===== src/scp_pkg.sv =====
// Shared types and constants for the size-class buffer pool.
// No dependencies; imported by every module of the block.
package scp_pkg;

	localparam int MaxEntries = 16;
	localparam int ClassCount = 4;
	localparam int HW = $clog2(MaxEntries);
	localparam int CW = $clog2(MaxEntries + 1);

	localparam logic [1:0] KIND_ALLOC = 2'd0;
	localparam logic [1:0] KIND_RELEASE = 2'd1;
	localparam logic [1:0] KIND_TICK = 2'd2;

	localparam logic [2:0] ST_REUSED = 3'd0;
	localparam logic [2:0] ST_CREATED = 3'd1;
	localparam logic [2:0] ST_TOO_BIG = 3'd2;
	localparam logic [2:0] ST_FULL = 3'd3;
	localparam logic [2:0] ST_BAD = 3'd4;

	localparam logic [1:0] E_UNCREATED = 2'd0;
	localparam logic [1:0] E_FREE = 2'd1;
	localparam logic [1:0] E_INUSE = 2'd2;
	localparam logic [1:0] E_PENDING = 2'd3;

	localparam logic [2:0] REG_DELAY = 3'd4;

	// controller -> datapath
	typedef struct packed {
		logic load;      // capture input word
		logic alloc_scan_init;
		logic alloc_step;    // examine one free-list slot
		logic alloc_shift;   // compact free list by one
		logic alloc_finish;  // create or report full
		logic release_do;
		logic tick_init;
		logic tick_step;
		logic tick_finish;
		logic other_do;      // unknown kind
	} scp_cmd_t;

	// datapath -> controller
	typedef struct packed {
		logic [1:0] kind;
		logic too_big;
		logic scan_done;     // scan exhausted
		logic hit;           // match at current scan slot
		logic shift_done;
		logic tick_done;
	} scp_stat_t;

endpackage


===== src/scp_datapath.sv =====
// Datapath: entry tables, free and pending lists, counters, result register.
// Depends on scp_pkg.
module scp_datapath (
	input  logic clk,
	input  logic arst_n,
	input  scp_pkg::scp_cmd_t cmd,
	output scp_pkg::scp_stat_t stat,
	input  logic cfg_we,
	input  logic [2:0] cfg_index,
	input  logic [31:0] cfg_data,
	input  logic [1:0] kind,
	input  logic [31:0] required_size,
	input  logic [4:0] usage,
	input  logic [3:0] handle,
	output logic [2:0] res_status,
	output logic [3:0] res_handle,
	output logic [1:0] res_class,
	output logic [4:0] res_freed
);
	import scp_pkg::*;

	logic [31:0] class_size_q [ClassCount];
	logic [3:0] delay_q;

	logic [1:0] kind_q;
	logic [4:0] usage_q;
	logic [3:0] handle_q;
	logic [1:0] cls_q;
	logic too_big_q;

	logic [1:0] e_class_q [MaxEntries];
	logic [4:0] e_usage_q [MaxEntries];
	logic [1:0] e_stat_q [MaxEntries];
	logic [3:0] e_cnt_q [MaxEntries];
	logic [HW-1:0] free_q [MaxEntries];
	logic [HW-1:0] pend_q [MaxEntries];
	logic [CW-1:0] created_q, free_cnt_q, pend_cnt_q;

	logic [CW-1:0] idx_q, kept_q, freed_q;
	logic [HW-1:0] cur_e;
	logic [HW-1:0] pend_e;

	// first class that fits
	logic [1:0] cls_d;
	logic fit_d;
	always_comb begin
		cls_d = '0;
		fit_d = 1'b0;
		for (int c = ClassCount - 1; c >= 0; c--) begin
			if (class_size_q[c] != 32'd0 && class_size_q[c] >= required_size) begin
				cls_d = 2'(c);
				fit_d = 1'b1;
			end
		end
	end

	assign cur_e = free_q[idx_q[HW-1:0]];
	assign pend_e = pend_q[idx_q[HW-1:0]];

	assign stat.kind = kind_q;
	assign stat.too_big = too_big_q;
	assign stat.scan_done = (idx_q >= free_cnt_q);
	assign stat.hit = (e_class_q[cur_e] == cls_q) && (e_usage_q[cur_e] == usage_q);
	assign stat.shift_done = (idx_q + CW'(1) >= free_cnt_q);
	assign stat.tick_done = (idx_q >= pend_cnt_q);

	always_ff @(posedge clk or negedge arst_n) begin
		if (!arst_n) begin
			for (int c = 0; c < ClassCount; c++) class_size_q[c] <= '0;
			delay_q <= 4'd2;
		end else if (cfg_we) begin
			if (cfg_index == REG_DELAY) delay_q <= cfg_data[3:0];
			else if (cfg_index < 3'(ClassCount)) class_size_q[cfg_index[1:0]] <= cfg_data;
		end
	end

	always_ff @(posedge clk) begin
		if (cmd.load) begin
			kind_q <= kind;
			usage_q <= usage;
			handle_q <= handle;
			cls_q <= cls_d;
			too_big_q <= !fit_d;
		end
	end

	// tables without reset
	always_ff @(posedge clk) begin
		if (cmd.alloc_finish && created_q < CW'(MaxEntries)) begin
			e_class_q[created_q[HW-1:0]] <= cls_q;
			e_usage_q[created_q[HW-1:0]] <= usage_q;
			e_cnt_q[created_q[HW-1:0]] <= '0;
		end
		if (cmd.release_do && e_stat_q[handle_q] == E_INUSE && pend_cnt_q < CW'(MaxEntries)) begin
			e_cnt_q[handle_q] <= delay_q;
			pend_q[pend_cnt_q[HW-1:0]] <= handle_q;
		end
		if (cmd.alloc_shift && !stat.shift_done)
			free_q[idx_q[HW-1:0]] <= free_q[HW'(idx_q + CW'(1))];
		if (cmd.tick_step && !stat.tick_done) begin
			if (e_cnt_q[pend_e] == 4'd0) begin
				if (free_cnt_q < CW'(MaxEntries)) free_q[free_cnt_q[HW-1:0]] <= pend_e;
			end else begin
				e_cnt_q[pend_e] <= e_cnt_q[pend_e] - 4'd1;
				pend_q[kept_q[HW-1:0]] <= pend_e;
			end
		end
	end

	always_ff @(posedge clk or negedge arst_n) begin
		if (!arst_n) begin
			for (int i = 0; i < MaxEntries; i++) e_stat_q[i] <= E_UNCREATED;
			created_q <= '0;
			free_cnt_q <= '0;
			pend_cnt_q <= '0;
			idx_q <= '0;
			kept_q <= '0;
			freed_q <= '0;
			res_status <= '0;
			res_handle <= '0;
			res_class <= '0;
			res_freed <= '0;
		end else begin
			if (cmd.alloc_scan_init || cmd.tick_init) begin
				idx_q <= '0;
				kept_q <= '0;
				freed_q <= '0;
			end
			if (cmd.alloc_step) begin
				if (too_big_q) begin
					res_status <= ST_TOO_BIG;
					res_handle <= '0;
					res_class <= '0;
					res_freed <= '0;
				end else if (!stat.scan_done && stat.hit) begin
					e_stat_q[cur_e] <= E_INUSE;
					res_status <= ST_REUSED;
					res_handle <= cur_e;
					res_class <= cls_q;
					res_freed <= '0;
				end else if (!stat.scan_done) begin
					idx_q <= idx_q + CW'(1);
				end
			end
			if (cmd.alloc_shift) begin
				if (stat.shift_done) free_cnt_q <= free_cnt_q - CW'(1);
				else idx_q <= idx_q + CW'(1);
			end
			if (cmd.alloc_finish) begin
				res_class <= cls_q;
				res_freed <= '0;
				if (created_q >= CW'(MaxEntries)) begin
					res_status <= ST_FULL;
					res_handle <= '0;
				end else begin
					e_stat_q[created_q[HW-1:0]] <= E_INUSE;
					created_q <= created_q + CW'(1);
					res_status <= ST_CREATED;
					res_handle <= created_q[HW-1:0];
				end
			end
			if (cmd.release_do) begin
				res_handle <= '0;
				res_class <= '0;
				res_freed <= '0;
				if (e_stat_q[handle_q] == E_INUSE && pend_cnt_q < CW'(MaxEntries)) begin
					e_stat_q[handle_q] <= E_PENDING;
					pend_cnt_q <= pend_cnt_q + CW'(1);
					res_status <= ST_REUSED;
				end else begin
					res_status <= ST_BAD;
				end
			end
			if (cmd.tick_step && !stat.tick_done) begin
				idx_q <= idx_q + CW'(1);
				if (e_cnt_q[pend_e] == 4'd0) begin
					if (free_cnt_q < CW'(MaxEntries)) free_cnt_q <= free_cnt_q + CW'(1);
					e_stat_q[pend_e] <= E_FREE;
					freed_q <= freed_q + CW'(1);
				end else begin
					kept_q <= kept_q + CW'(1);
				end
			end
			if (cmd.tick_finish) begin
				pend_cnt_q <= kept_q;
				res_status <= ST_REUSED;
				res_handle <= '0;
				res_class <= '0;
				res_freed <= 5'(freed_q);
			end
			if (cmd.other_do) begin
				res_status <= '0;
				res_handle <= '0;
				res_class <= '0;
				res_freed <= '0;
			end
		end
	end

endmodule


===== src/scp_ctrl.sv =====
// Controller state machine: sequences allocate scan, compaction, tick walk.
// Depends on scp_pkg.
module scp_ctrl (
	input  logic clk,
	input  logic arst_n,
	input  logic in_valid,
	output logic in_stall,
	output logic out_valid,
	input  logic out_stall,
	output scp_pkg::scp_cmd_t cmd,
	input  scp_pkg::scp_stat_t stat
);
	import scp_pkg::*;

	typedef enum logic [6:0] {
		S_IDLE  = 7'b0000001,
		S_DISP  = 7'b0000010,
		S_SCAN  = 7'b0000100,
		S_SHIFT = 7'b0001000,
		S_MAKE  = 7'b0010000,
		S_TICK  = 7'b0100000,
		S_OUT   = 7'b1000000
	} state_t;

	state_t state_q, state_d;
	logic ov_q;

	// accept only in idle, when no result waits or the waiting one leaves now
	assign in_stall = (state_q != S_IDLE) || (ov_q && out_stall);
	assign out_valid = ov_q;

	always_comb begin
		cmd = '0;
		state_d = state_q;
		case (state_q)
			S_IDLE: begin
				if (in_valid && !in_stall) begin
					cmd.load = 1'b1;
					state_d = S_DISP;
				end
			end
			S_DISP: begin
				case (stat.kind)
					KIND_ALLOC: begin
						cmd.alloc_scan_init = 1'b1;
						state_d = S_SCAN;
					end
					KIND_RELEASE: begin
						cmd.release_do = 1'b1;
						state_d = S_OUT;
					end
					KIND_TICK: begin
						cmd.tick_init = 1'b1;
						state_d = S_TICK;
					end
					default: begin
						cmd.other_do = 1'b1;
						state_d = S_OUT;
					end
				endcase
			end
			S_SCAN: begin
				cmd.alloc_step = 1'b1;
				if (stat.too_big) state_d = S_OUT;
				else if (stat.scan_done) state_d = S_MAKE;
				else if (stat.hit) state_d = S_SHIFT;
			end
			S_SHIFT: begin
				cmd.alloc_shift = 1'b1;
				if (stat.shift_done) state_d = S_OUT;
			end
			S_MAKE: begin
				cmd.alloc_finish = 1'b1;
				state_d = S_OUT;
			end
			S_TICK: begin
				if (stat.tick_done) begin
					cmd.tick_finish = 1'b1;
					state_d = S_OUT;
				end else begin
					cmd.tick_step = 1'b1;
				end
			end
			S_OUT: state_d = S_IDLE;
			default: state_d = S_IDLE;
		endcase
	end

	always_ff @(posedge clk or negedge arst_n) begin
		if (!arst_n) begin
			state_q <= S_IDLE;
			ov_q <= 1'b0;
		end else begin
			state_q <= state_d;
			if (state_q == S_OUT) ov_q <= 1'b1;
			else if (!out_stall) ov_q <= 1'b0;
		end
	end

endmodule


===== src/size_class_pool_deferred_release.sv =====
// Top level of the size-class buffer pool with deferred release.
// Depends on scp_pkg, scp_ctrl and scp_datapath.
//
// Input channel (in_valid/in_stall) carries one word: kind, required_size,
// usage, handle. kind 0 allocates, 1 releases handle, 2 is a frame tick.
// Output channel (out_valid/out_stall) returns exactly one word per input:
// status, granted_handle, size_class, freed_count.
// A release or an unknown kind goes from dispatch straight to the output
// state; an allocate that no class fits leaves at its first scan step, any
// other allocate scans the free list, then compacts it on a hit, or else
// creates an entry or finds the pool full; a tick walks the pending list.
// Throughput is one word at a time: the free-list scan and its compaction,
// and the pending-list walk, each advance one list slot per cycle.
// The result sits in an output register; while the receiver stalls it is
// held, and a new word is accepted only once it is taken (or in that cycle).
// Reset (arst_n low) empties both lists, marks all entries uncreated, clears
// class sizes and sets release_delay to 2. Configuration writes (cfg_we,
// cfg_index, cfg_data) take effect at once; the user must have them issued
// only while idle, since the block itself does not enforce it.
module size_class_pool_deferred_release (
	input  logic clk,
	input  logic arst_n,
	input  logic cfg_we,
	input  logic [2:0] cfg_index,
	input  logic [31:0] cfg_data,
	input  logic in_valid,
	output logic in_stall,
	input  logic [1:0] kind,
	input  logic [31:0] required_size,
	input  logic [4:0] usage,
	input  logic [3:0] handle,
	output logic out_valid,
	input  logic out_stall,
	output logic [2:0] status,
	output logic [3:0] granted_handle,
	output logic [1:0] size_class,
	output logic [4:0] freed_count
);
	import scp_pkg::*;

	scp_cmd_t cmd;
	scp_stat_t stat;

	scp_ctrl u_ctrl (
		.clk(clk), .arst_n(arst_n),
		.in_valid(in_valid), .in_stall(in_stall),
		.out_valid(out_valid), .out_stall(out_stall),
		.cmd(cmd), .stat(stat)
	);

	scp_datapath u_dp (
		.clk(clk), .arst_n(arst_n),
		.cmd(cmd), .stat(stat),
		.cfg_we(cfg_we), .cfg_index(cfg_index), .cfg_data(cfg_data),
		.kind(kind), .required_size(required_size), .usage(usage), .handle(handle),
		.res_status(status), .res_handle(granted_handle),
		.res_class(size_class), .res_freed(freed_count)
	);

endmodule


===== config.mk =====
export PLATFORM = sky130hd
export DESIGN_NAME = size_class_pool_deferred_release
export DESIGN_NICKNAME = d
export VERILOG_FILES = /design/src/scp_pkg.sv /design/src/scp_datapath.sv /design/src/scp_ctrl.sv /design/src/size_class_pool_deferred_release.sv
export SDC_FILE = /design/constraint.sdc
export NUM_CORES = 1
export LEC_CHECK = 0
export ABC_AREA = 0
export BUFFER_PORTS_ARGS = -buffer_cell sky130_fd_sc_hd__buf_2
export CAP_MARGIN = 20
export CORE_AREA = 2 2 170 297
export CTS_CLUSTER_DIAMETER = 30
export DETAILED_ROUTE_END_ITERATION = 12
export DIE_AREA = 0 0 172 299
export MAX_ROUTING_LAYER = met4
export PLACE_DENSITY = 0.72
export SLEW_MARGIN = 20
export SYNTH_ARGS = -nofsm -noshare
export SYNTH_HDL_FRONTEND = slang
export SYNTH_SLANG_ARGS = --single-unit

===== constraint.sdc =====
create_clock -name clk -period 13.7 [get_ports clk]
set_clock_uncertainty 0.05 [all_clocks]
set_input_delay 1.37 -clock clk [delete_from_list [all_inputs] [get_ports clk]]
set_output_delay 1.37 -clock clk [all_outputs]
set_load 0.05 [all_outputs]

## Word-level counts from Yosys, hierarchy flattened

Memories as Yosys holds them, arrays and structs flattened.
Cells that the tools add are included.

- Register bits: 230
- Latch bits: 0
- RAM bits: 304
- Memory bits (read-only): 0
- Bits of input ports: 83
- Output and inout port bits: 16
- Logic and storage cells: 291
- Memories kept: 5

- Add/subtract/negate cells: 8
- $mul: 0
- Div/mod/pow operators: 0
- $lt $le $gt $ge: 22
- Eq/ne operators: 19
- Shifts and indexed selects: 0
- Mux-type cells: 133
- Bitwise operators: 17
- Reductions and logical operators: 48

Memory list:

| name | depth | width | read ports | clocked after Yosys merged registers in | wr ports | RTL line | text |
|---|---|---|---|---|---|---|---|
| u_dp.e_usage_q | 16 | 5 | 1 | 0 | 1 | scp_datapath.sv:32 | `logic [4:0] e_usage_q [MaxEntries];` |
| u_dp.e_cnt_q | 16 | 4 | 1 | 0 | 1 | scp_datapath.sv:34 | `logic [3:0] e_cnt_q [MaxEntries];` |
| u_dp.free_q | 16 | 4 | 2 | 0 | 1 | scp_datapath.sv:35 | `logic [HW-1:0] free_q [MaxEntries];` |
| u_dp.pend_q | 16 | 4 | 1 | 0 | 1 | scp_datapath.sv:36 | `logic [HW-1:0] pend_q [MaxEntries];` |
| u_dp.e_class_q | 16 | 2 | 1 | 0 | 1 | scp_datapath.sv:31 | `logic [1:0] e_class_q [MaxEntries];` |

Operators by type and width:

| cell | count |
|---|---|
| 2-to-1 mux 32 bit | 10 |
| 2-to-1 mux 5 bit | 29 |
| bitwise mux 128 bit | 1 |
| >= comparator 32 bit | 4 |
| nonzero test 32 bit | 4 |
| demux 32 bit (select 2 bit) | 1 |
| 2-to-1 mux 4 bit | 16 |
| bitwise AND 16 bit | 3 |
| NOT 16 bit | 3 |
| bitwise OR 16 bit | 3 |
| 2-to-1 mux 7 bit | 6 |
| case mux 7 bit (6 select lines) | 1 |
| 2-to-1 mux 1 bit | 37 |
| 2-to-1 mux 2 bit | 18 |
| demux 2 bit (select 4 bit) | 4 |
| bitwise OR 32 bit | 1 |
| adder 5 x 1 -> 5 bit, second input constant | 6 |
| >= comparator 5 bit, second input constant | 5 |
| 2-to-1 mux 3 bit | 8 |
| less-than comparator 5 x 1 -> 1 bit, second input constant | 4 |
| NOT 4 -> 5 bit | 4 |
| logical AND 1 bit | 19 |
| OR reduction 4 bit | 4 |
| >= comparator 5 bit | 3 |
| 37 further kinds | 53 |

## Depth between registers and ports, before layout

Gate-level depths: netlist of run 1.
An unclocked memory read counts as a cell.

- Depth in word-level cells: 20
- Depth in mapped cells: 19
- Gate-level depth less buffers: 14

## Hierarchy

Synthesis of run 1 repeated with hierarchy kept, for this count alone.

- Cells, all modules: 2388
- Area, all modules: 29916.2 um2

By module, submodules not included:

| module | instances | cells an instance | area each (um2) | sequential area each (um2) |
|---|---|---|---|---|
| scp_datapath | 1 | 2327 | 29351.9 | 14755.4 |
| scp_ctrl | 1 | 61 | 564.3 | 201.4 |

## Worst setup path before layout of run 1

OpenSTA, ideal clock, no wires.

- Path type: reg2reg
- From: reg u_dp.idx_q[1]
- To: mem u_dp.e_cnt_q[0][3] (data pin)
- Library setup time: 330 ps
- Data arrival time: 4408 ps
- Required time: 13320 ps
- Slack: 8911 ps
- Stages on the path, launching flop included: 18
- Buffers on the path: 7
- Period minus slack after synthesis: 4789 ps
- Path through: dfrtp_1 -> buf_6 -> buf_6 -> buf_2 -> buf_1 -> mux4_2 -> mux4_2 -> buf_2 -> clkbuf_1 -> mux4_2 -> mux2i_1 -> nor2_1 -> a21oi_1 -> ha_1 -> nand2_2 -> nand3_1 -> buf_2 -> o21ai_0

- Cells in the longest elaborated chain, start to end: 8
- Elaborated cells on any way between the ends: 14
- Classes of those cells: add/sub: 1; order compare: 1; mux: 6; reduce/logical: 4; memory: 2

Ends and longest elaborated chain:

| what | RTL line | text |
|---|---|---|
| from (decl) | scp_datapath.sv:39 | `logic [CW-1:0] idx_q, kept_q, freed_q;` |
| from (signal assigned) | scp_datapath.sv:142 | `idx_q <= idx_q + CW'(1);` |
| from (signal assigned) | scp_datapath.sv:147 | `else idx_q <= idx_q + CW'(1);` |
| from (signal assigned) | scp_datapath.sv:175 | `idx_q <= idx_q + CW'(1);` |
| memory (16 x 4 bit) or >= comparator 5 bit (tied branches) | -- |  |
| memory (16 x 4 bit) or 2-to-1 mux 1 bit (tied branches) | -- |  |
| logical NOT 4 bit or 2-to-1 mux 2 bit (tied branches) | scp_datapath.sv:101, scp_ctrl.sv:35 |  |
| 2-to-1 mux 1 bit or logical AND 1 bit (tied branches) | scp_datapath.sv:101, scp_datapath.sv:100 |  |
| 2-to-1 mux 1 bit | scp_datapath.sv:100 | `if (cmd.tick_step && !stat.tick_done) begin` |
| 2-to-1 mux 1 bit (implied by the code) | scp_datapath.sv:104 | `e_cnt_q[pend_e] <= e_cnt_q[pend_e] - 4'd1;` |
| OR reduction 4 bit (no source line) | -- |  |
| 2-to-1 mux 4 bit (no source line) * | -- |  |
| to (decl) | scp_datapath.sv:34 |  |

Every way passes the cells marked *; elsewhere a longest branch is shown, timed or not.

## Worst setup path in the final report of run 1

- From: reg u_dp.idx_q[0]
- To: reg u_dp.e_stat_q[16] in the netlist's numbering

- Cells in the longest elaborated chain, start to end: 20
- Elaborated cells on any way between the ends: 43
- Classes of those cells: order compare: 6; eq/ne: 2; mux: 15; bitwise: 7; reduce/logical: 8; memory: 5

Ends and longest elaborated chain:

| what | RTL line | text |
|---|---|---|
| memory (16 x 4 bit) | -- |  |
| NOT 4 -> 5 bit (implied by the code) | scp_datapath.sv:136 | `e_stat_q[cur_e] <= E_INUSE;` |
| >= comparator 5 bit (implied by the code) or less-than comparator 5 x 1 -> 1 bit (tied branches) | scp_datapath.sv:136 |  |
| logical AND 1 bit (implied by the code) | scp_datapath.sv:136 |  |
| 2-to-1 mux 2 bit (implied by the code) | scp_datapath.sv:136 |  |
| demux 2 bit (select 4 bit) | scp_datapath.sv:136 |  |
| NOT 16 bit (no source line) | -- |  |
| bitwise AND 16 bit (no source line) | -- |  |
| [4 not listed] | -- |  |
| 2-to-1 mux 32 bit | scp_datapath.sv:152 | `if (created_q >= CW'(MaxEntries)) begin` |
| 2-to-1 mux 32 bit | scp_datapath.sv:149 | `if (cmd.alloc_finish) begin` |
| bitwise OR 32 bit (no source line) | -- |  |
| 2-to-1 mux 32 bit | scp_datapath.sv:166 | `if (e_stat_q[handle_q] == E_INUSE && pend_cnt_q < CW'(MaxEntries)) begin` |
| 2-to-1 mux 32 bit | scp_datapath.sv:162 | `if (cmd.release_do) begin` |
| bitwise OR 16 bit (no source line) | -- |  |
| 2-to-1 mux 32 bit | scp_datapath.sv:176 | `if (e_cnt_q[pend_e] == 4'd0) begin` |
| 2-to-1 mux 32 bit * | scp_datapath.sv:174 | `if (cmd.tick_step && !stat.tick_done) begin` |
| to (signal, indexed assignment) | scp_datapath.sv:156 | `e_stat_q[created_q[HW-1:0]] <= E_INUSE;` |
| to (signal, indexed assignment) | scp_datapath.sv:167 | `e_stat_q[handle_q] <= E_PENDING;` |
| to (signal, indexed assignment) | scp_datapath.sv:178 | `e_stat_q[pend_e] <= E_FREE;` |
| to (decl) | scp_datapath.sv:33 | `logic [1:0] e_stat_q [MaxEntries];` |

Marks and branches as above.
A chain may end at the register's enable or synchronous reset.

==> impl_results.md, run 1 <==
- Post-synthesis cell type count: 76
- Die Ht: about 300 um
- Initial antenna violation count: 1
- Layout area overhead: 15.2%
- Hold WC Path Type: reg2reg
- Initial DRC count: 1127
- Cell total after placement: 2696
- Power per cell area: between 150 and 200 mW/mm2
- Critical path endpoint category: register
- Peak supply drop: 0.111 mV
- Root Driver: clkbuf_16
- Post-synth EDFFs: between 300 and 400
- Post-DP HPWL: 51400 um
- Post_cts resized: 0
- Dominant cells by area after synthesis: edfxtp_1 (36%), dfrtp_1 (20%), ha_1 (7.2%), mux4_2 (6.2%), mux2_2 (5.6%)
- Simple-gate area share of the yosys netlist: 10.3%
- RePlAce Congestion: 0.947
- Total track usage: 29.1%
- Routed Antenna Nets: 0
- Post-CTS Setup Bufs: 0
- Clock sink count: 534
- Startpoint types: register
- TritonCTS Buffers: 83
- TNS Setup: 0 ns
- CTS tree: yes
- Area leader, netlist: edfxtp_1
- Fmax achieved: between 150 and 200 MHz
- Avg WL per Cell: 24.8 um
- Post-synth top area share: between 30% and 40%
- Worst Tran Pin Value: 1.10 ns
- Die ar.: 0.0514 mm2
- Fin. max-slew vios: 0
- Ys async rst share: 40.4%
- Vias: between 15000 and 20000
- Multiplexer share of the synthesized area: 15.0%
- DRC: 0
- Post-route insts no fill: 2854
- Rel. slew slack: ~26%
- Reg-to-reg slack, setup: 7.70 ns
- H-Tree Depth: 3
- Synthesized area: 0.0267 mm2
- DR vias/cell: 6.21
- Rows: between 100 and 150
- Port Buf Inserts: 98
- Grt total ovfl: 0
- Vias in the first global route: 18800
- Fin. Hold Viols: 0
- Count of maximum capacitance violations: 0
- Hold Buf Count CTS: 0
- Die X: between 150 and 200 um
- Largest net degree at the start of global routing: 90
- Largest fanout on the critical path: 39
- First-pass GRT wire length: 108000 um
- Main combinational cell family by area after synthesis: multiplexers
- WP data required: 14.13 ns
- Final Net Count: 2359
- Main synth FF type: edfxtp_1
- CP Class: reg2reg
- Post-synthesis sequential area ratio: 56.0%
- Compound-gate portion of the synthesized area: 8.45%
- Hold path start: u_dp.e_stat_q[29]
- Post-synth net total: 2239
- Unrepaired setup endpoints after global routing: no
- Initial Util: 54.3%
- Post-synthesis xor/xnor area fraction: 0.557%
- Final setup vio count: 0
- #FFs+latches synth: about 530
- Final period util: 43.8%
- Status: finished, final reports clean
- Share of layout cells above drive strength 1: between 20% and 30%
- Avg Inst Size Synth: 13.3 um2
- First-pass DRT Iterations: 5
- Post-synthesis adder-cell area fraction: 7.21%
- Warnings, synthesis: 0
- Core Footprint: 0.0492 mm2
- DRT Wirelength: 70800 um
- # IOs: 99
- CTS Buffer Depth: 3
- Clk_lat worst skew: 0.63 ns
- Leak pwr: about 12 nW
- Cell count after synthesis: 2002
- Clock slew at reported path FFs: 0.06 ns
- CP startpoint: u_dp.idx_q[0]
- Min cycle time layout: between 5 and 6 ns
- Worst reg2reg path startpoint: u_dp.idx_q[0]
- CP arrival: 6.43 ns
## stage by stage
stage	cell area [um2]	setup WS (ns)	hold WS, ns	power, mW	util (%)
after global routing	30800	7.35	0.450	5.29	62.6
after detailed placement	27900	7.74	0.421	2.96	56.6
after global placement	27800	7.88	0.420	2.92	56.6
final	30800	7.70	0.437	5.10	62.6
after CTS	30800	7.70	0.435	5.12	62.6
after floorplan	26700	8.91	0.406	2.65	-
## area by class of cell
class                           instances  area (um2)
Antenna cell                            1        2.50
Sequential cell                       534       15000
Clock buffer                           91        2190
Timing Repair Buffer                  115         653
Fill cell                            3779       18400
Tap cell                              660         826
Clock inverter                         65         727
Inverter                               75         282
Multi-Input combinational cell       1313       11200
## Yosys cell counts, types with 31 or more instances
cell type / instances
o21ai_0: 48
nor2_1: 72
dfrtp_1: 214
nor4_1: 38
clkbuf_1: 40
nand4_1: 36
mux2_2: 134
edfxtp_1: 318
ha_1: 154
mux4_2: 73
mux2i_1: 76
nand2b_1: 56
a21o_1: 63
nand2_1: 160
and2_1: 33
inv_1: 74
nand3_1: 31
a21oi_1: 63
nor3_1: 34
## flip-flops by register name, summed over array words and instances (netlist names), 7 cells and up
register,flops
u_dp.class_size_q,128
u_dp.e_usage_q,80
u_dp.e_cnt_q,64
u_dp.free_q,64
u_dp.pend_q,64
u_dp.e_class_q,32
u_dp.e_stat_q,32
u_ctrl.state_q,7
## worst max-delay path, cell delays in order (launching register included)
cell and delay [ns]:
dfrtp_2 0.48, buf_4 0.58, mux4_2 0.58, a22o_1 0.23, a221oi_2 0.65, nand2b_1 0.58
o21bai_1 0.33, o2111ai_1 0.13, xor2_1 0.19, o2111ai_1 0.21, nor4b_2 0.57, nand3_1 0.46
o32ai_1 0.57, o221ai_1 0.20
## routing by layer
| layer | up-vias | routed length (um) | track usage, % |
|---|---|---|---|
| met1 | 8869 | 23200 | 28.3 |
| met5 | - | 0 | - |
| met2 | 708 | 38200 | 51.5 |
| met4 | 0 | 5780 | 21.0 |
| met3 | 242 | 3560 | 4.50 |
| li1 | 7912 | - | - |
## report_power, final
group / total [mW] / switching, mW / internal (mW)
Combinational: 0.899 / 0.512 / 0.386
Clock: 2.16 / 0.870 / 1.29
Sequential: 2.04 / 0.153 / 1.88
## path summary, 6_finish.rpt
path | cells past startpoint | to
min reg2reg | 1 | u_dp.e_stat_q[29]
max reg2reg | 13 | u_dp.e_stat_q[16]
min in group asynchronous | 1 | u_dp.class_size_q[125]
max | 13 | u_dp.e_stat_q[16]
max in group asynchronous | 3 | u_dp.idx_q[0]
min | 1 | u_dp.e_stat_q[29]
## kinds of logic (layout without fill, tap and decap cells)
family	after synthesis	count (layout)
flops	534	534
simple gates	534	534
compound gates	321	321
mux	287	287
buf+inv	155	346
fa+ha+maj	154	154
xor+xnor	17	17
other cells	0	1
## layout by cell type, fill, tap and decap left out, types with 8 or more instances in the layout
cell	instances
a21o_1	63
a21oi_1	62
a22o_1	9
a22oi_1	14
and2_1	33
buf_2	97
buf_4	15
clkbuf_16	87
clkinv_4	11
clkinv_8	9
dfrtp_1	211
edfxtp_1	318
ha_1	154
inv_1	74
inv_6	16
inv_8	13
mux2_2	134
mux2i_1	75
mux4_2	73
nand2_1	160
nand2b_1	56
nand3_1	30
nand4_1	36
nor2_1	70
nor2b_1	28
nor3_1	32
nor4_1	37
o21a_1	17
o21ai_0	48
o221ai_1	19
o22ai_1	11
xnor2_1	9
xor2_1	8
Note: power is estimated with default switching activity, not from simulation.
==> inputs of run 2 (changes only) <==
--- a/config.mk
+++ b/config.mk
@@ -13,7 +13,7 @@
 export DETAILED_ROUTE_END_ITERATION = 12
 export DIE_AREA = 0 0 172 299
 export MAX_ROUTING_LAYER = met4
-export PLACE_DENSITY = 0.72
+export PLACE_DENSITY = 0.74
 export SLEW_MARGIN = 20
 export SYNTH_ARGS = -nofsm -noshare
 export SYNTH_HDL_FRONTEND = slang
==> constraint.sdc (replaced) <==
create_clock -name clk -period 4.9 [get_ports clk]
set_clock_uncertainty 0.05 [all_clocks]
set_input_delay 0.49 -clock clk [delete_from_list [all_inputs] [get_ports clk]]
set_output_delay 0.49 -clock clk [all_outputs]
set_load 0.05 [all_outputs]
==> run 2 against run 1 <==
Utilization grew 1.6 points. Routed wire length grew 5.3%. Combinational power grew to 3.2 times the previous value. Via count grew 3.7%. Non-clock buffer count grew 96. Fmax grew 23%. First-iteration DRC count grew 23%. Critical path depth is the same. Worst setup slack lost 7.7 ns. Largest cell class unchanged. Highest routed layer unchanged.
==> impl_results.md, run 2 (synthesis results as in run 1) <==
- Count of maximum capacitance violations: 0
- Min cycle time layout: 4.90 ns
- Avg WL per Cell: between 20 and 30 um
- Routed Antenna Nets: 0
- Reg-to-Reg End: u_dp.free_q[2][3]
- Initial Util: 54.3%
- Reg power frac: 39.5%
- Vias in the first global route: 19300
- Fmax achieved: slightly above 200 MHz
- # IOs: 99
- Most frequent cells in the layout: edfxtp_1 (318), dfrtp_1 (211), nand2_1 (160), ha_1 (153), mux2_2 (134)
- Final Net Count: 2453
- Total track usage: 29.7%
- CTS Buffer Depth: 3
- Final period util: 99.9%
- R2r worst-path depth: 13
- CTS tree: yes
- Core Footprint: a little under 0.05 mm2
- Clock sink count: 534
- Fin. Hold Viols: 0
- Hold path start: usage[3]
- Combinational Power Share: 19.9%
- Reg-to-reg slack, setup: 0.003 ns
- Die Ht: 299 um
- Vias: 18400
- CP Class: reg2reg
- NetSw: 4.28 mW
- WP data required: slightly above 5 ns
- DRT Wirelength: 74500 um
- Root Driver: clkbuf_16
- Die X: 172 um
- Worst reg2reg path startpoint: u_dp.idx_q[0]
- Rows: roughly 110
- Final setup vio count: 0
- Initial DRC count: 1387
- WHS: roughly 0.015 ns
- CP arrival: 5.12 ns
- Peak supply drop: 0.386 mV
- Die ar.: 0.0514 mm2
- Largest net degree at the start of global routing: 110
- Worst Tran Pin Value: 1.07 ns
- Clk_lat worst skew: 0.63 ns
- Post-layout instance area: around 0.032 mm2
- Clock slew at reported path FFs: 0.06 ns
- Initial antenna violation count: 2
- H-Tree Depth: 3
- Port Buf Inserts: 98
- Clk pwr share: 40.5%
- Largest fanout on the critical path: 6
- Hold WC Path Type: in2reg
- TritonCTS Buffers: around 80
- DR vias/cell: 6.25
- Share of layout cells above drive strength 1: 26.4%
- Rel. slew slack: 29.0%
- Worst hold stages: 1
- Startpoint types: register
- Post-Place Worst Slack: 0.00161 ns
- RePlAce Congestion: 0.985
- Max FFs per register: 128
- Fin. max-slew vios: 0
- Worst Hold Endpoint: u_dp.usage_q[3]
- Status: finished, final reports clean
- Final worst setup slack: 0.00339 ns
- Post-DP HPWL: 53500 um
- DRC: 0
- Power per cell area: ~450 mW/mm2
- First-pass GRT wire length: 110000 um
- Biggest register: u_dp.class_size_q
- Final core occ: about 64%
- Most common cell after layout, fill and taps aside: edfxtp_1
- Internal power: around 10 mW
- Layout area overhead: 18.2%
- Critical path endpoint category: register
- Placed instance area: 0.0284 mm2
- Power, Total: 14.3 mW
- First-pass DRT Iterations: 6
- Grt total ovfl: 0
- Leak pwr: 12.7 nW
- Switching Share: approximately 30%
run 2: worst max path at each step:
| stage | start | endpoint | slack [ns] | cells past startpoint |
|---|---|---|---|---|
| 5_1_grt | u_dp.idx_q[0] | u_dp.free_q[9][1] | -0.08 | 16 |
| 2_1_floorplan | u_dp.idx_q[1] | u_dp.e_cnt_q[0][3] | 0.11 | 17 |
| 6_report | u_dp.idx_q[0] | u_dp.free_q[2][3] | 0.003 | 13 |
| 4_1_cts | u_dp.idx_q[0] | u_dp.free_q[13][3] | -0.002 | 11 |
| 3_3_place_gp | u_dp.idx_q[0] | u_dp.e_stat_q[22] | 0.02 | 14 |
| 3_5_place_dp | u_dp.idx_q[0] | u_dp.e_stat_q[22] | 0.002 | 14 |
run 2: metal layers:
layer  wire [um]  track usage (%)
met5           0                -
met4        6470             20.9
met3        4010             4.50
met2       40100             53.1
met1       24000             28.9
run 2: worst max-delay path, stage by stage, from the launching register on:
cell and delay (ns):
dfrtp_4 0.49, buf_12 0.15, mux4_2 0.53, mux4_1 0.72, buf_4 0.21, mux4_2 0.42
mux2i_1 0.18, nor2_1 0.06, a21oi_1 0.18, ha_2 0.27, nand2_2 0.17, nor3_2 0.32
a32oi_1 0.38, nor2_1 0.39
run 2: power groups by stage:
stage / Sequential [mW] / Combinational, mW / Clock [mW]
global placement: 5.72 / 2.57 / 0
floorplan: 5.60 / 1.81 / 0
global route: 5.68 / 3.08 / 6.05
detailed placement: 5.74 / 2.68 / 0
finish: 5.65 / 2.85 / 5.80
CTS: 5.65 / 2.71 / 5.85
run 2: layout make-up:
class                   count  area [um2]
inverters                  75         282
fillers                  3698       17600
clock buffers              90        2090
well taps                 660         826
clock inverters            55         683
diodes                      1        2.50
flip-flops and latches    534       15000
multi-input cells        1316       11200
repair buffers            211        1510
run 2: per-stage QoR:
stage	instances	setup TNS, ns
CTS	2924	-0.00202
global placement	2766	0
global route	2942	-1.92
finish	2942	0
detailed placement	2767	0
floorplan	2002	0
run 2: what timing repair did:
item                                    CTS  global route
endpoints found under the setup margin   17           125
resized for setup                         2            16
cloned                                    1             2
pin swaps                                 0             2
setup buffers                             0            14
hold endpoints to repair                114             0
hold buffers                             11             0
==> inputs of run 3 (changes only) <==
--- a/config.mk
+++ b/config.mk
@@ -13,7 +13,7 @@
 export DETAILED_ROUTE_END_ITERATION = 12
 export DIE_AREA = 0 0 172 299
 export MAX_ROUTING_LAYER = met4
-export PLACE_DENSITY = 0.74
+export PLACE_DENSITY = 0.72
 export SLEW_MARGIN = 20
 export SYNTH_ARGS = -nofsm -noshare
 export SYNTH_HDL_FRONTEND = slang
==> constraint.sdc (replaced) <==
create_clock -name clk -period 5.1 [get_ports clk]
set_clock_uncertainty 0.05 [all_clocks]
set_input_delay 0.51 -clock clk [delete_from_list [all_inputs] [get_ports clk]]
set_output_delay 0.51 -clock clk [all_outputs]
set_load 0.05 [all_outputs]
==> run 3 against run 2 <==
Non-clock buffer count decreased by 26. Critical endpoint is now u_dp.e_stat_q[4]. Utilization fell by 0.34 points. Critical path depth did not move. Register-to-register slack gained 0.14 ns. Combinational power shrank 12%.
==> impl_results.md, run 3 (synthesis results as in run 1) <==
- Initial Util: between 50% and 60%
- H-Tree Depth: 3
- TNS Setup: 0 ns
- Unrepaired setup endpoints after global routing: no
- Reg-to-reg slack, setup: 0.14 ns
- CP Class: reg2reg
- Status: finished, final reports clean
- Hold WC Path Type: in2reg
- Final period util: 97.2%
- Share of layout cells above drive strength 1: 25.5%
- Vias: 18100
- Clock slew at reported path FFs: 0.06 ns
- Worst Tran Pin Value: ~1.2 ns
- Fin. Hold Viols: 0
- # IOs: 99
- Fmax achieved: 202 MHz
- Root Driver: clkbuf_16
- Core Footprint: 0.0492 mm2
- TritonCTS Buffers: 83
- Max FFs per register: around 130
- Port Buf Inserts: between 90 and 100
- Post-route insts no fill: 2924
- CTS tree: yes
- Startpoint types: register
- Initial DRC count: 987
- Worst Hold Endpoint: u_dp.usage_q[1]
- Die X: 172 um
- Initial antenna violation count: 1
- Layout area overhead: 17.6%
- Post-CTS Setup Bufs: 0
- Worst reg2reg path startpoint: u_dp.idx_q[1]
- Fin. max-slew vios: 0
- Rows: 108
- RePlAce Congestion: 0.951
- Rel. slew slack: 19.3%
- Fillers: 3731
- Largest net degree at the start of global routing: 131
- Die ar.: between 0.05 and 0.06 mm2
- Worst hold stages: 1
- Most common cell after layout, fill and taps aside: edfxtp_1
- Final worst setup slack: ~0.14 ns
- Routed Antenna Nets: 0
- DR vias/cell: 6.19
- Post-DP HPWL: 53400 um
- DRT Wirelength: 72700 um
- Final core occ: 63.9%
- WP data required: 5.53 ns
- Multi-input logic area: 0.0111 mm2
- First-pass GRT wire length: 110000 um
- CTS Buffer Depth: 3
- Vias in the first global route: 19200
- R2r worst-path depth: 13
- Final Net Count: ~2400
- Clk_lat worst skew: 0.63 ns
- Grt total ovfl: 0
- Final setup vio count: 0
- Reg-to-Reg End: u_dp.e_stat_q[4]
- First-pass DRT Iterations: 6
- Count of maximum capacitance violations: 0
- CP arrival: 5.38 ns
- DRC: 0
- Total track usage: 29.7%
- Most frequent cells in the layout: edfxtp_1 (318), dfrtp_1 (211), nand2_1 (160), ha_1 (154), mux2_2 (133)
- Post-Place Worst Slack: 0.0363 ns
- Critical path endpoint category: register
- Die Ht: 299 um
- Hold path start: usage[1]
- Clock sink count: 534
- Biggest register: u_dp.class_size_q
- Min cycle time layout: 4.96 ns
- Cell total after placement: 2758
- Power per cell area: 441 mW/mm2
- Peak supply drop: 0.375 mV
- Largest fanout on the critical path: 16
- FF/Latch Area: 0.0150 mm2
- Avg WL per Cell: 24.9 um
- Leak pwr: between 10 and 15 nW
run 3: cell types whose count changed in the layout (fill, tap and decap cells not counted), moves of 3 or more:
cell / before / now
buf_4: 91 / 73
nor2_2: 11 / 1
clkbuf_16: 80 / 85
nor2_1: 60 / 70
clkbuf_8: 5 / 2
dlygate4sd3_1: 11 / 6
inv_8: 3 / 15
run 3: per-stage QoR:
stage / hold slack, ns / power [mW] / cell area [um2]
global placement: 0.417 / 7.93 / 28300
floorplan: 0.164 / 7.12 / 26700
detailed placement: 0.430 / 8.04 / 28300
finish: 0.0211 / 13.9 / 31400
CTS: 0.000412 / 13.9 / 31300
global route: 0.00527 / 14.4 / 31400
run 3: repair_timing:
action | 4_1_cts | 5_1_grt
setup endpoints to repair | 1 | 28
endpoints found under the hold margin | 14 | 0
gates resized for setup | 1 | 4
pin swaps | 0 | 0
gates cloned | 0 | 0
hold buffers | 6 | 0
run 3: cell type report:
| class | instances | area share, % |
|---|---|---|
| Sequential cell | 534 | 47.6 |
| Timing Repair Buffer | 185 | 4.06 |
| Inverter | 75 | 0.896 |
| Clock inverter | 65 | 2.45 |
| Multi-Input combinational cell | 1313 | 35.5 |
| Tap cell | 660 | 2.63 |
| Clock buffer | 91 | 6.90 |
| Antenna cell | 1 | 0.00796 |
run 3: worst max-delay path by stage:
stage / start / endpoint / slack [ns]
6_report: u_dp.idx_q[1] / u_dp.e_stat_q[4] / 0.14
5_1_grt: u_dp.idx_q[1] / u_dp.e_stat_q[28] / 0.01
4_1_cts: u_dp.idx_q[1] / u_dp.e_stat_q[4] / 0.03
3_5_place_dp: u_dp.idx_q[0] / u_dp.e_stat_q[4] / 0.04
3_3_place_gp: u_dp.idx_q[0] / u_dp.e_stat_q[4] / 0.17
2_1_floorplan: u_dp.idx_q[1] / u_dp.e_cnt_q[0][3] / 0.31
run 3: routing by layer:
metal / vias to the layer above / track usage (%) / routed length, um
met5: - / - / 0
met2: 716 / 53.1 / 39400
met4: 0 / 21.1 / 6060
met1: 9061 / 28.9 / 23900
met3: 260 / 4.16 / 3310
li1: 8065 / - / -
run 3: critical path: stages (launching register included):
cell,delay [ns]
dfrtp_2,0.60
buf_4,0.29
mux4_2,0.56
mux2i_4,0.32
mux2_4,0.40
nor3_1,0.13
o21ai_1,0.32
o2111ai_1,0.20
xor2_1,0.21
o2111ai_1,0.26
or4b_1,0.66
or3_4,0.41
o22ai_2,0.22
o221ai_1,0.17
run 3: where the power goes:
part	internal [mW]	switching [mW]	total (mW)
combinational	1.12	1.38	2.50
sequential	5.06	0.446	5.51
clock	3.53	2.33	5.87
